==> src/rtl/core/bbc_pkg.sv <==
package bbc_pkg;

  // Latched error / verdict codes
  localparam logic [2:0] ERR_NONE     = 3'd0;
  localparam logic [2:0] ERR_MISMATCH = 3'd1;
  localparam logic [2:0] ERR_EMPTY    = 3'd2;
  localparam logic [2:0] ERR_UNCLOSED = 3'd3;
  localparam logic [2:0] ERR_OVERFLOW = 3'd4;

  // Bracket kinds as kept in the stack
  localparam logic [1:0] KIND_PAREN = 2'd0;
  localparam logic [1:0] KIND_BRACE = 2'd1;
  localparam logic [1:0] KIND_SQUARE = 2'd2;

  // Character codes
  localparam logic [7:0] CHAR_LPAREN  = 8'h28;
  localparam logic [7:0] CHAR_RPAREN  = 8'h29;
  localparam logic [7:0] CHAR_LBRACE  = 8'h7B;
  localparam logic [7:0] CHAR_RBRACE  = 8'h7D;
  localparam logic [7:0] CHAR_LSQUARE = 8'h5B;
  localparam logic [7:0] CHAR_RSQUARE = 8'h5D;

  // Shift control handed from the controller to the row of stack cells
  typedef struct packed {
    logic push;
    logic pop;
  } shift_ctrl_t;

  function automatic logic is_opener(input logic [7:0] c);
    is_opener = (c == CHAR_LPAREN) || (c == CHAR_LBRACE) || (c == CHAR_LSQUARE);
  endfunction

  function automatic logic is_closer(input logic [7:0] c);
    is_closer = (c == CHAR_RPAREN) || (c == CHAR_RBRACE) || (c == CHAR_RSQUARE);
  endfunction

  // Kind of a bracket character, opener or closer
  function automatic logic [1:0] bracket_kind(input logic [7:0] c);
    case (c)
      CHAR_LPAREN, CHAR_RPAREN:   bracket_kind = KIND_PAREN;
      CHAR_LBRACE, CHAR_RBRACE:   bracket_kind = KIND_BRACE;
      CHAR_LSQUARE, CHAR_RSQUARE: bracket_kind = KIND_SQUARE;
      default:                    bracket_kind = KIND_PAREN;
    endcase
  endfunction

endpackage

==> src/rtl/core/bbc_ctrl.sv <==
module bbc_ctrl #(
  parameter int STACK_DEPTH = 128
) (
  input  logic                 clk,
  input  logic                 rst,
  input  logic                 accept,
  input  logic [7:0]           character,
  input  logic                 last,
  input  logic [1:0]           top_kind,
  output bbc_pkg::shift_ctrl_t ctrl,
  output logic [1:0]           push_kind,
  output logic                 res_valid,
  output logic [2:0]           verdict
);

  localparam int CW = $clog2(STACK_DEPTH + 1);

  logic [CW-1:0] count;
  logic [CW-1:0] count_next;
  logic [2:0]    first_error;
  logic [2:0]    first_error_next;
  logic          opener;
  logic          closer;
  logic [1:0]    kind;

  assign opener    = bbc_pkg::is_opener(character);
  assign closer    = bbc_pkg::is_closer(character);
  assign kind      = bbc_pkg::bracket_kind(character);
  assign push_kind = kind;

  // Judge the current character against count and top of stack
  always_comb begin
    ctrl             = '0;
    count_next       = count;
    first_error_next = first_error;
    if (accept && (first_error == bbc_pkg::ERR_NONE)) begin
      if (opener) begin
        if (count == CW'(STACK_DEPTH)) begin
          first_error_next = bbc_pkg::ERR_OVERFLOW;
        end else begin
          ctrl.push  = 1'b1;
          count_next = count + CW'(1);
        end
      end else if (closer) begin
        if (count == '0) begin
          first_error_next = bbc_pkg::ERR_EMPTY;
        end else begin
          ctrl.pop   = 1'b1;
          count_next = count - CW'(1);
          if (top_kind != kind) begin
            first_error_next = bbc_pkg::ERR_MISMATCH;
          end
        end
      end
    end
  end

  // Verdict: latched error first, then leftover openers
  always_comb begin
    if (first_error_next != bbc_pkg::ERR_NONE) begin
      verdict = first_error_next;
    end else if (count_next != '0) begin
      verdict = bbc_pkg::ERR_UNCLOSED;
    end else begin
      verdict = bbc_pkg::ERR_NONE;
    end
  end

  assign res_valid = accept && last;

  // End of string returns to the reset state
  always_ff @(posedge clk) begin
    if (rst || res_valid) begin
      count       <= '0;
      first_error <= bbc_pkg::ERR_NONE;
    end else begin
      count       <= count_next;
      first_error <= first_error_next;
    end
  end

endmodule

==> config.mk <==
export PLATFORM = sky130hd
export DESIGN_NAME = bbc_ctrl
export DESIGN_NICKNAME = d
export VERILOG_FILES = /design/src/rtl/core/bbc_pkg.sv /design/src/rtl/core/bbc_ctrl.sv
export SDC_FILE = /design/constraint.sdc
export NUM_CORES = 1
export LEC_CHECK = 0
export ABC_AREA = 1
export BUFFER_PORTS_ARGS = -buffer_cell sky130_fd_sc_hd__buf_2
export CELL_PAD_IN_SITES_DETAIL_PLACEMENT = 1
export CELL_PAD_IN_SITES_GLOBAL_PLACEMENT = 2
export CORE_UTILIZATION = 28
export CTS_CLUSTER_SIZE = 24
export DETAILED_ROUTE_END_ITERATION = 8
export GPL_TIMING_DRIVEN = 0
export PLACE_DENSITY_LB_ADDON = 0.1
export SLEW_MARGIN = 25
export SYNTH_ARGS = -nofsm -noshare
export SYNTH_HDL_FRONTEND = slang
export SYNTH_SLANG_ARGS = --single-unit
==> constraint.sdc <==
create_clock -name clk -period 2.2 [get_ports clk]
set_clock_uncertainty 0.2 [all_clocks]
set_input_delay 0.22 -clock clk [delete_from_list [all_inputs] [get_ports clk]]
set_output_delay 0.22 -clock clk [all_outputs]
set_load 0.03 [all_outputs]
==> flow_summary.yaml <==
grt:
  antenna_found_initial: 0
  grt_pass1_vias: 1382
  grt_pass1_wl_um: 6610
  grt.overflow.total: 0
  grt.total_usage: 0.193
  grt_max_degree: 11
placement:
  io_buffers: 21
  placed_area_um2: 1410
  gp_congestion: 0.776
  hpwl_um: 3180
floorplan:
  num_io_pins: 22
  dieArea_um2: 4700
  die_y_um: 68.6
  core-area_um2: 4120
  die_w_um: 68.6
  row_count: 23
  start_util: 0.302
cells_and_area:
  final_nets: 285
  finish.utilization: 0.417
  fin_area_um2: 1720
  diodes: 0
  drive_above_1_share: 0.337
  area_delta_synth_final_pct: 38.4
clock_tree:
  clk_latency_ps: 230
  cts_tree: "yes"
  cts_inserted_buffers: 3
  holdBufCountCts: 0
  ctsLongestPathBuffers: 2
  cts_max_level: 1
  clkSinkCount: 11
  root_buffer: "clkbuf_8"
  path_clk_slew_ps: 50
critical_path:
  cp_data_arrival_time_ps: 2020
  cp.required_ps: 1780
  critPathKind: "reg -> out"
  crit_fanout: 6
  start_kind: "flip-flop"
  cp-end-kind: "output pin"
yosys:
  ys_seq_area_frac: 0.177
  ys_warn_count: 0
  synth_top_area_frac: 0.236
  yosysUniqueCellTypes: 25
  synth-async-reset-ratio: 0
  synth_most_common_cell: "nand2_1"
  syn_inst: 226
  synth_fp_nets: 243
  synth_top_cells_by_count: "nand2_1 (78), inv_1 (36), nor2_1 (31)"
  synth_seq_cells: 11
  synthFlopType: "dfxtp_1"
  synth.area.top_cells: "nand2_1 (24%), dfxtp_1 (18%), inv_1 (11%)"
  synth_area_leader_cell: "nand2_1"
  netlist_area_um2: 1240
  post_synth.cell_area_avg_um2: 5.49
  synth_edf_count: 0
drt:
  drc_errors: 0
  avgViaCountPerCell: 4.68
  finalWirelength_um: 4270
  dr.pass1.iters: 4
  wl_per_cell_um: 13.5
  drtAntennaViolNets: 0
  drtIter0Drc: 29
  vias: 1483
sta:
  period_minus_slack_ps: 2440
  slew_headroom: 0.698
  period_share: 1.11
  setup_violations: 2
  hold_viol_final: 0
  max_freq_mhz: 409
  final.setup.tns_ps: -464
  rsz0062_at_grt: "true"
  worst_pin_slew_ps: 452
  maxSlewViolCount: 0
  worst_slack_ps: -243
run_status:
  failed_checks: "setup timing"
  status: "finished, violations left"
flow_run:
  maxCapViolCount: 0
power:
  p_per_area_nw_per_um2: 278
  irDropWorstVdd_v: 0.000436
  p_leak_nw: 0.936
hold_path:
  hp-class: "in -> reg"
[stage by stage]
| step | worst slack (ps) | total power [mW] | hold WS [ps] | instances |
|---|---|---|---|---|
| floorplan | 44.3 | 0.247 | 190 | 226 |
| global placement | -274 | 0.272 | 277 | 297 |
| detailed placement | -260 | 0.272 | 280 | 297 |
| CTS | -302 | 0.478 | 34.2 | 311 |
| global route | -403 | 0.500 | 37.7 | 317 |
| finish | -243 | 0.478 | 27.2 | 317 |
[where the power goes]
part | internal [mW] | switching [mW]
Clock | 0.127 | 0.0753
Sequential | 0.197 | 0.000432
Combinational | 0.0312 | 0.0465
Total | 0.356 | 0.122
[area by class of cell]
cell class | count | area [um2]
Buffer | 5 | 45.0
Clock buffer | 4 | 45.0
Fill cell | 585 | 2400
Inverter | 39 | 155
Multi-Input combinational cell | 171 | 918
Sequential cell | 11 | 235
Tap cell | 50 | 62.6
Timing Repair Buffer | 37 | 256
[sequential cells by signal, indices dropped and copies added (netlist names)]
name / cells
count: 8
first_error: 3
[cell families (layout without fill, tap and decap cells)]
family                   count (synthesis)  in the layout  synth area share
AO/OA/AOI/OAI                           11             11            0.0444
XOR/XNOR                                 3              3            0.0212
buffers and inverters                   44             85             0.152
flip-flops                              11             11             0.177
adder cells (fa/ha/maj)                  3              3            0.0302
AND/OR/NAND/NOR                        154            154             0.575
[path summary, 6_finish.rpt]
| check | from | slack (ps) | endpoint | depth (start not counted) |
|---|---|---|---|---|
| setup / recovery | count[2] | -240 | verdict[1] | 15 |
| setup reg to reg | count[2] | 450 | count[5] | 11 |
| hold / removal | rst | 30 | count[7] | 3 |
| hold reg to reg | first_error[2] | 300 | first_error[2] | 2 |
[layer usage]
| metal | vias to the layer above | wire length, um | GRT usage |
|---|---|---|---|
| met5 | - | 0 | 0 |
| met4 | 0 | 10 | 0.0182 |
| met3 | 2 | 84 | 0.0148 |
| met2 | 17 | 2100 | 0.337 |
| met1 | 682 | 2080 | 0.265 |
| li1 | 782 | - | - |
[placed cells by master (no fill, tap or decap)]
| cell type | Yosys | final |
|---|---|---|
| a21oi_1 | 4 | 4 |
| buf_12 | 0 | 1 |
| buf_2 | 1 | 18 |
| buf_4 | 0 | 16 |
| buf_6 | 3 | 6 |
| clkbuf_1 | 1 | 2 |
| clkbuf_8 | 0 | 3 |
| clkinv_2 | 0 | 1 |
| dfxtp_1 | 11 | 3 |
| dfxtp_2 | 0 | 6 |
| dfxtp_4 | 0 | 2 |
| ha_1 | 3 | 1 |
| ha_4 | 0 | 2 |
| inv_1 | 36 | 32 |
| inv_2 | 2 | 4 |
| inv_4 | 0 | 1 |
| inv_6 | 0 | 1 |
| nand2_1 | 78 | 71 |
| nand2_2 | 0 | 7 |
| nand2_4 | 1 | 1 |
| nand3_1 | 19 | 17 |
| nand3_2 | 3 | 5 |
| nand3_4 | 1 | 1 |
| nand3b_1 | 1 | 1 |
| nand4_1 | 10 | 10 |
| nor2_1 | 31 | 25 |
| nor2_2 | 2 | 5 |
| nor2_4 | 4 | 7 |
| nor3_1 | 2 | 2 |
| o21ai_0 | 5 | 5 |
| o21ai_1 | 2 | 1 |
| o21ai_2 | 0 | 1 |
| or2_2 | 2 | 2 |
| xnor2_1 | 2 | 2 |
| xor2_1 | 1 | 1 |
[critical path, stage by stage, from the launching register on]
cell	delay [ps]
dfxtp_2	310
buf_6	120
nor2_4	110
nand2_4	80
nor2_4	100
nand3_4	140
nor2_4	150
nand3b_1	130
nand2_2	70
clkinv_2	60
nand3_2	60
nor2_2	110
nand2_1	70
nand2_2	70
nand2_1	60
buf_6	130
[what timing repair did]
| action | 4_1_cts | 5_1_grt |
|---|---|---|
| resized for setup | 24 | 26 |
| setup endpoints to repair | 3 | 2 |
| pin swaps | 9 | 5 |
| setup buffers | 10 | 6 |
(Power assumes the default switching activity.)
